`config.mk`:
```
export PLATFORM = sky130hd
export DESIGN_NAME = sls_controller
export DESIGN_NICKNAME = d
export VERILOG_FILES = /design/src/sv/sls_pkg.sv /design/src/sv/sls_controller.sv
export SDC_FILE = /design/constraint.sdc
export NUM_CORES = 1
export LEC_CHECK = 0
export BUFFER_PORTS_ARGS = -buffer_cell sky130_fd_sc_hd__buf_2
export CORE_AREA = 2 2 39 41
export CTS_CLUSTER_SIZE = 25
export DETAILED_ROUTE_END_ITERATION = 8
export DIE_AREA = 0 0 41 43
export PLACE_DENSITY = 0.39
export SYNTH_ARGS = -nofsm -noshare
export SYNTH_HDL_FRONTEND = slang
export SYNTH_SLANG_ARGS = --single-unit
```
`constraint.sdc`:
```
create_clock -name clk -period 2.6 [get_ports clk]
set_input_delay 0.52 -clock clk [delete_from_list [all_inputs] [get_ports clk]]
set_output_delay 0.52 -clock clk [all_outputs]
set_load 0.01 [all_outputs]
```
`src/sv/sls_pkg.sv`:
```
// ============================================================================
// sls_pkg
// Shared constants, field widths and control/status types of the segment
// label search block.
// ============================================================================
package sls_pkg;

    localparam int DEFAULT_STORE_DEPTH = 4096;

    localparam int CMD_W   = 2;
    localparam int ADDR_W  = 12;
    localparam int LABEL_W = 8;
    localparam int LEN_W   = 9;
    localparam int END_W   = 13;

    localparam int LANES     = 16;
    localparam int LANE_BITS = 4;
    localparam int ROW_W     = END_W - LANE_BITS;

    localparam logic [CMD_W-1:0] CMD_WRITE   = 2'd0;
    localparam logic [CMD_W-1:0] CMD_EXACT   = 2'd1;
    localparam logic [CMD_W-1:0] CMD_GREATER = 2'd2;

    typedef struct packed {
        logic wr_en;
        logic load;
        logic scan_en;
        logic out_load;
    } sls_cmd_t;

    typedef struct packed {
        logic in_write;
        logic in_search;
        logic in_empty;
        logic scan_done;
    } sls_stat_t;

endpackage

```
`src/sv/sls_controller.sv`:
```
// ============================================================================
// sls_controller
// Request sequencing: accept, row scan, result hand-off to the output
// register.
// ============================================================================
module sls_controller (
    input  logic                clk,
    input  logic                rst_n,
    input  logic                in_valid,
    output logic                in_ready,
    output logic                out_valid,
    input  logic                out_ready,
    input  sls_pkg::sls_stat_t  stat,
    output sls_pkg::sls_cmd_t   cmd
);

    localparam logic [1:0] ST_IDLE = 2'd0;
    localparam logic [1:0] ST_SCAN = 2'd1;
    localparam logic [1:0] ST_DONE = 2'd2;

    logic [1:0] state_reg;
    logic [1:0] state_next;
    logic       out_valid_reg;
    logic       out_valid_next;
    logic       accept;

    assign in_ready = state_reg == ST_IDLE;
    assign accept   = in_valid && in_ready;

    always_comb
    begin
        state_next   = state_reg;
        cmd.wr_en    = 1'b0;
        cmd.load     = 1'b0;
        cmd.scan_en  = 1'b0;
        cmd.out_load = 1'b0;
        unique case (state_reg)
            ST_IDLE:
            begin
                if (accept)
                begin
                    cmd.wr_en = stat.in_write;
                    cmd.load  = stat.in_search;
                    if (stat.in_search)
                    begin
                        state_next = stat.in_empty ? ST_DONE : ST_SCAN;
                    end
                end
            end
            ST_SCAN:
            begin
                cmd.scan_en = 1'b1;
                if (stat.scan_done)
                begin
                    state_next = ST_DONE;
                end
            end
            ST_DONE:
            begin
                if (!out_valid_reg || out_ready)
                begin
                    cmd.out_load = 1'b1;
                    state_next   = ST_IDLE;
                end
            end
            default:
            begin
                state_next = ST_IDLE;
            end
        endcase
    end

    always_comb
    begin
        out_valid_next = out_valid_reg;
        if (cmd.out_load)
        begin
            out_valid_next = 1'b1;
        end
        else if (out_ready)
        begin
            out_valid_next = 1'b0;
        end
    end

    always_ff @(posedge clk or negedge rst_n)
    begin
        if (!rst_n)
        begin
            state_reg     <= ST_IDLE;
            out_valid_reg <= 1'b0;
        end
        else
        begin
            state_reg     <= state_next;
            out_valid_reg <= out_valid_next;
        end
    end

    assign out_valid = out_valid_reg;

endmodule
```
== Word-level counts from Yosys, hierarchy flattened ==
Cells that the tools add are included.
Storage, ports and cells
  flip-flop bits (word level): 3
  input bits: 8
  output and inout port bits: 6
  logic and storage cells: 27
Cells by class
  equal/unequal tests: 6
  multiplexer cells: 13
  reduce and logical (&&, ||, !) cells: 6
Operators with widths (number)
  $mux W2: 7
  $pmux W2 S3: 1
  $mux W1: 5
  $ne A2 B1 Y1 const B: 2
  $ne A2 B2 Y1 const B: 2
  $reduce_and A4 Y1: 1
  $eq A2 B1 Y1 const B: 1
  $eq A2 B2 Y1 const B: 1
  $logic_not A2 Y1: 1
  $reduce_bool A2 Y1: 1
  $logic_and A1 B1 Y1: 1
  $logic_not A1 Y1: 1
  $logic_or A1 B1 Y1: 1

== Logic depth before layout (Yosys ltp) ==
Gate-level depths: netlist of the first run.
  depth in word-level cells: 5
  depth in mapped cells: 3

== Worst setup path after synthesis of the first run ==
OpenSTA, ideal clock, no wires.
  path type: register to output
  from: reg state_reg[0]
  to: out cmd[0] in the netlist's numbering
  arrival: 0.860 ns
  slack: 1.220 ns
  cell stages (with the launch flop): 4
  cells stage by stage: dfrtp_1 -> or2b_1 -> a21oi_1 -> buf_4
RTL lines
  from (decl): line sls_controller.sv:21  | logic [1:0] state_reg;
  from (signal assigned): line sls_controller.sv:95  | state_reg <= state_next;
  to (decl): line sls_controller.sv:14  | output sls_pkg::sls_cmd_t cmd

==> flow_metrics.tcl, run 1 <==
set metrics [dict create \
    critPathMaxStageDelay_ns 0.42 \
    yosysWarnings 0 \
    rows 14 \
    finalPower_w 0.000184 \
    finalSetupTns_ns 0 \
    relSlewSlack_pct 80.7 \
    pre_cts_slack_ns 1.10 \
    end_kind "output port" \
    io_pins 14 \
    routed_wl_um 472 \
    dieArea_um2 1760 \
    finClkSkew_ns 0.00381 \
    synth.top_cell.area_share_pct 41.7 \
    core_um2 1380 \
    initial_utilization_pct 13.0 \
    synth.avg_cell_area_um2 10.0 \
    synth_edf_count 0 \
    finalWorstSetupSlack_ns 0.914 \
    grt_max_degree 8 \
    path_cells "or2b_1 -> a21oi_1 -> buf_2" \
    first_global_vias 179 \
    die_y_um 43 \
    synth_flop_cell "dfrtp_1" \
    synth_area_leaders "dfrtp_1 42%, and4bb_1 6.9%, nand4bb_1 6.3%" \
    hold_ws_ns 0.0781 \
    syn_nets 26 \
    gr-usage-all-layers_pct 6.93 \
    hold_viol 0 \
    yosys.area.top_type "dfrtp_1" \
    clock-root-buffer "clkbuf_4" \
    grt_pass1_wl_um 745 \
    syn_to_final_growth_pct 57.6 \
    drive_gt1_share_pct 47.1 \
    post_drt_wl_per_cell_um 9.44 \
    io_buffers 13 \
    antenna_found_initial 0 \
    insertion_delay_ns 0.23 \
    hold_path_class "input port to asynchronous set/reset pin" \
    ys_ff_latch 3 \
    post_cts_buffers 0 \
    synth_common_cells "3 x dfrtp_1, 2 x a21oi_1, 2 x inv_1" \
    crit_buf_inv 1 \
    synth-async-reset-ratio_pct 100 \
    via_per_inst 3.86 \
    max_freq_ghz 0.593 \
    cp.required_ns 2.08 \
    period_minus_slack_ns 1.69 \
    cts_buffers 3 \
    synth_cell_types 14 \
    ir_worst_vdd_v 0.000175 \
    syn_area_um2 180 \
    synth.most_common_cell "dfrtp_1" \
    cts_tree "done" \
    remaining_drc_errors 0 \
    fin_nets 43 \
    netlist_instances 18 \
    crit_family "flip-flops" \
    crit_fanout 7 \
    grt.overflow.total 0 \
    clock_sinks 3 \
    hpwl_um 381 \
    num_vias 193 \
    cp.arrival_ns 1.17 \
    rsz0062_at_grt "no" \
    firstDrtPassIters 4 \
    gp_congestion 0.609 \
    setup_violations 0 \
    largest_register_ffs 2 \
    cts_hold_buffers 0 \
    max_cap_viol_count 0 \
    worstSetupPathType "flop to output port" \
    n_antenna_cell 0 \
    p_per_area_nw_per_um2 647 \
    ctsLongestPathBuffers 2 \
    status "complete, no violations" \
    die_w_um 41 \
    seq_area_frac_synth_pct 41.7 \
    worstMarginPinSlew_ns 0.285 \
    post_cts_resize_count 0 \
    clk_pin_slew_ns 0.04 \
    cts.htree.levels 1 \
    finalCritPeriodShare_pct 64.9 \
    slew_viol_final 0 \
    cp_slowest_cell "dfrtp_1" \
    ant_nets 0 \
    leakagePower_nw 0.154 \
    drt_iter0_markers 7 \
    start_kind "flop" \
]
[cell type report]
class | instances | area (µm²)
clock buffers | 4 | 26.3
fillers | 160 | 1100
inverters | 2 | 7.51
multi-input cells | 12 | 90.1
flip-flops and latches | 3 | 75.1
well taps | 16 | 20.0
repair buffers | 13 | 65.1
[cell families (layout without fill, tap and decap cells)]
logic type | after synthesis | in the layout | share of synthesized area [%]
flip-flops | 3 | 3 | 41.7
buffers and inverters | 3 | 19 | 8.34
AND/OR/NAND/NOR | 8 | 8 | 36.1
AO/OA/AOI/OAI | 4 | 4 | 13.9
[cell usage in the layout (no fill, tap or decap)]
cell type | synthesis | routed
clkbuf_4 | 0 | 3
or2b_1 | 1 | 1
o21ai_0 | 1 | 1
buf_2 | 0 | 13
and2b_1 | 1 | 1
a21oi_1 | 2 | 2
inv_1 | 2 | 2
nand4bb_1 | 1 | 1
a221o_1 | 1 | 1
nor4bb_1 | 1 | 1
nor2_1 | 1 | 1
dfrtp_1 | 3 | 3
and3_1 | 1 | 1
clkbuf_1 | 0 | 1
and4bb_1 | 1 | 1
nand2b_1 | 1 | 1
[worst reg2reg max path, stage by stage, from the launching register on]
cell,delay (ns)
dfrtp_1,0.42
and2b_1,0.20
a221o_1,0.34
[through the flow]
stage                     utilization, %  std cells  area [µm²]
after floorplan                        -         18         180
after global placement              18.6         46         258
after detailed placement            18.6         46         258
after CTS                           20.5         50         284
after global routing                20.5         50         284
final                               20.5         50         284
[worst paths after layout]
path,start,endpoint,slack (ns),depth (start not counted)
worst max-delay path,state_reg[0],cmd[0],0.91,3
worst min-delay path,rst_n,state_reg[1],0.08,1
worst max register to register,state_reg[0],state_reg[1],1.53,2
worst min register to register,state_reg[1],state_reg[0],0.51,1
max in group asynchronous,rst_n,state_reg[0],2.41,1
min in group clk,state_reg[1],state_reg[0],0.51,1
[per-layer routing]
layer | GRT usage, % | routed length (µm) | vias up
met5 | 0 | 0 | -
met2 | 7.81 | 174 | 14
met4 | 6.00 | 0 | 0
li1 | - | - | 95
met3 | 4.71 | 75 | 0
met1 | 8.39 | 222 | 84
[power breakdown]
| part | switching, W | total (W) | internal [W] |
|---|---|---|---|
| Sequential | 0.00000757 | 0.0000610 | 0.0000534 |
| Clock | 0.0000228 | 0.0000802 | 0.0000574 |
| Combinational | 0.0000199 | 0.0000427 | 0.0000228 |
No activity file was read; power rests on OpenSTA's default activity.
==> run 2: changes to the inputs <==
--- a/config.mk
+++ b/config.mk
@@ -5,12 +5,13 @@
 export SDC_FILE = /design/constraint.sdc
 export NUM_CORES = 1
 export LEC_CHECK = 0
+export ABC_AREA = 1
 export BUFFER_PORTS_ARGS = -buffer_cell sky130_fd_sc_hd__buf_2
 export CORE_AREA = 2 2 39 41
 export CTS_CLUSTER_SIZE = 25
 export DETAILED_ROUTE_END_ITERATION = 8
 export DIE_AREA = 0 0 41 43
-export PLACE_DENSITY = 0.39
+export PLACE_DENSITY = 0.42
 export SYNTH_ARGS = -nofsm -noshare
 export SYNTH_HDL_FRONTEND = slang
 export SYNTH_SLANG_ARGS = --single-unit
==> constraint.sdc (replaced) <==
create_clock -name clk -period 1.5 [get_ports clk]
set_input_delay 0.3 -clock clk [delete_from_list [all_inputs] [get_ports clk]]
set_output_delay 0.3 -clock clk [all_outputs]
set_load 0.01 [all_outputs]
==> run 2 against run 1 <==
Non-clock buffer count is 1 higher; critical path depth rose by 2; wire length is 6.4% lower; worst setup slack worse by 0.80 ns; synthesized area grew 11%; core utilization grew 2.5 points; total power grew to 3.2 times the previous value; cell count is 32% higher; design area up 12%; clock power up 81%; register-to-register slack worse by 0.95 ns; sequential share of layout area fell by 2.9 points; critical endpoint unchanged.
==> flow_metrics.tcl, run 2 <==
set metrics [dict create \
    clk_pin_slew_ns 0.04 \
    largest_register_ffs 2 \
    whs_path_depth 2 \
    grt_max_degree 5 \
    min_from "out_ready" \
    cp.required_ns 1.20 \
    gp_congestion 0.682 \
    r2r_setup_slack_ns 0.58 \
    cts_tree "done" \
    synth_cell_types 8 \
    grt.overflow.total 0 \
    post_drt_wl_per_cell_um 6.70 \
    yosysWarnings 0 \
    core_um2 1380 \
    p_per_area_nw_per_um2 1850 \
    seq_area_frac_synth_pct 37.5 \
    relSlewSlack_pct 88.2 \
    ant_nets 0 \
    finalCritPeriodShare_pct 92.6 \
    hold_path_end "out_valid" \
    slew_viol_final 0 \
    drive_gt1_share_pct 36.0 \
    hpwl_um 366 \
    finalPower_w 0.000589 \
    ctsLongestPathBuffers 2 \
    end_kind "output port" \
    post-route-util_pct 23.1 \
    initial_utilization_pct 14.5 \
    cp.arrival_ns 1.09 \
    clock_sinks 3 \
    remaining_drc_errors 0 \
    die_y_um 43 \
    rsz0062_at_grt "no" \
    yosys.area.top_type "dfrtp_1" \
    antenna_found_initial 0 \
    synth_edf_count 0 \
    layout_commonest_cell "buf_2" \
    leakagePower_nw 0.209 \
    syn_to_final_growth_pct 59.4 \
    insertion_delay_ns 0.24 \
    routed_wl_um 442 \
    first_global_vias 201 \
    num_vias 230 \
    synth.avg_cell_area_um2 6.07 \
    synth-async-reset-ratio_pct 100 \
    dp.cells 61 \
    die_w_um 41 \
    synth_area_leaders "dfrtp_1 38%, nand2_1 21%, inv_1 15%" \
    firstDrtPassIters 2 \
    crit_fanout 4 \
    multi_input_comb_area_um2 92.6 \
    drt_iter0_markers 2 \
    start_kind "flop" \
    hold_path_class "input port to flop" \
    hold_ws_ns 0.289 \
    via_per_inst 3.48 \
    grt_pass1_wl_um 724 \
    ys_ff_latch 3 \
    gr-usage-all-layers_pct 6.44 \
    synth_flop_cell "dfrtp_1" \
    r2r-start "state_reg[1]" \
    seqCellArea_um2 75.1 \
    setup_violations 0 \
    dieArea_um2 1760 \
    io_pins 14 \
    post_cts_buffers 0 \
    clock-root-buffer "clkbuf_4" \
    max_freq_ghz 0.720 \
    worstMarginPinSlew_ns 0.177 \
    rows 14 \
    synth.top_cell.area_share_pct 37.5 \
    finalSetupTns_ns 0 \
    fin_nets 59 \
    nFillCells 159 \
    worstSetupPathType "flop to output port" \
    status "complete, no violations" \
    finClkSkew_ns 0.00565 \
    synth_common_cells "11 x nand2_1, 8 x inv_1, 5 x nor2_1" \
    rr_endpoint "state_reg[0]" \
    io_buffers 13 \
    synth.most_common_cell "nand2_1" \
    cts.htree.levels 1 \
    syn_nets 41 \
    crit_start "state_reg[1]" \
    ir_worst_vdd_v 0.000494 \
    cts_buffers 3 \
    reg2reg_depth 5 \
    hold_viol 0 \
    n_antenna_cell 0 \
    fin_cells 66 \
    mostFrequentLayoutCells "13 x buf_2, 11 x nand2_1, 8 x inv_1" \
    netlist_instances 33 \
    syn_area_um2 200 \
    max_cap_viol_count 0 \
    period_minus_slack_ns 1.39 \
]
## run 2: worst max-delay path: stages, from the launching register on
cell     delay [ns]
dfrtp_1        0.38
inv_1          0.09
nor2_1         0.12
inv_1          0.06
nor2_1         0.07
buf_2          0.13
## run 2: power breakdown
group	internal, W	switching (W)	leakage (nW)	total [W]
sequential	0.000118	0.0000347	0.0384	0.000153
combinational	0.000118	0.000174	0.155	0.000291
clock	0.0000999	0.0000450	0.0150	0.000145
total	0.000336	0.000254	0.209	0.000589
## run 2: logic make-up (layout without fill, tap and decap cells)
| family | count (synthesis) | in the layout | share of synthesized area, % |
|---|---|---|---|
| and+or+nand+nor | 20 | 20 | 41.3 |
| buffers and inverters | 9 | 26 | 18.8 |
| DFF | 3 | 3 | 37.5 |
| AOI/OAI and AO/OA | 1 | 1 | 2.50 |
## run 2: how the worst max path moves through the flow
| stage | endpoint | slack, ns | cells past startpoint |
|---|---|---|---|
| floorplan | cmd[2] | 0.36 | 3 |
| global placement | cmd[2] | 0.33 | 4 |
| detailed placement | cmd[2] | 0.34 | 4 |
| CTS | cmd[2] | 0.08 | 4 |
| global route | cmd[0] | 0.01 | 5 |
| finish | cmd[0] | 0.11 | 5 |
## run 2: area by class of cell
type	instances	area share, %
flip-flops and latches	3	23.5
multi-input cells	21	29.0
clock buffers	4	8.24
inverters	8	9.41
repair buffers	14	23.5
well taps	16	6.27
## run 2: what timing repair did
item / CTS / global route
hold buffers: 1 / 0
setup endpoints to repair: 0 / 2
resized for setup: 0 / 1
hold endpoints to repair: 3 / 0
## run 2: layer usage
| metal | vias up | part of all wire, % | track usage (%) |
|---|---|---|---|
| met5 | - | 0 | 0 |
| met1 | 95 | 45 | 7.44 |
| met3 | 0 | 6.3 | 1.57 |
| met2 | 8 | 48 | 8.13 |
| li1 | 127 | - | - |
| met4 | 0 | 0 | 8.00 |
## run 2: stage by stage
stage                     worst slack [ns]  cell area (µm²)
after detailed placement             0.342              278
after floorplan                      0.358              200
after global placement               0.332              278
after global routing                0.0142              319
final                                0.111              319
after CTS                           0.0822              314
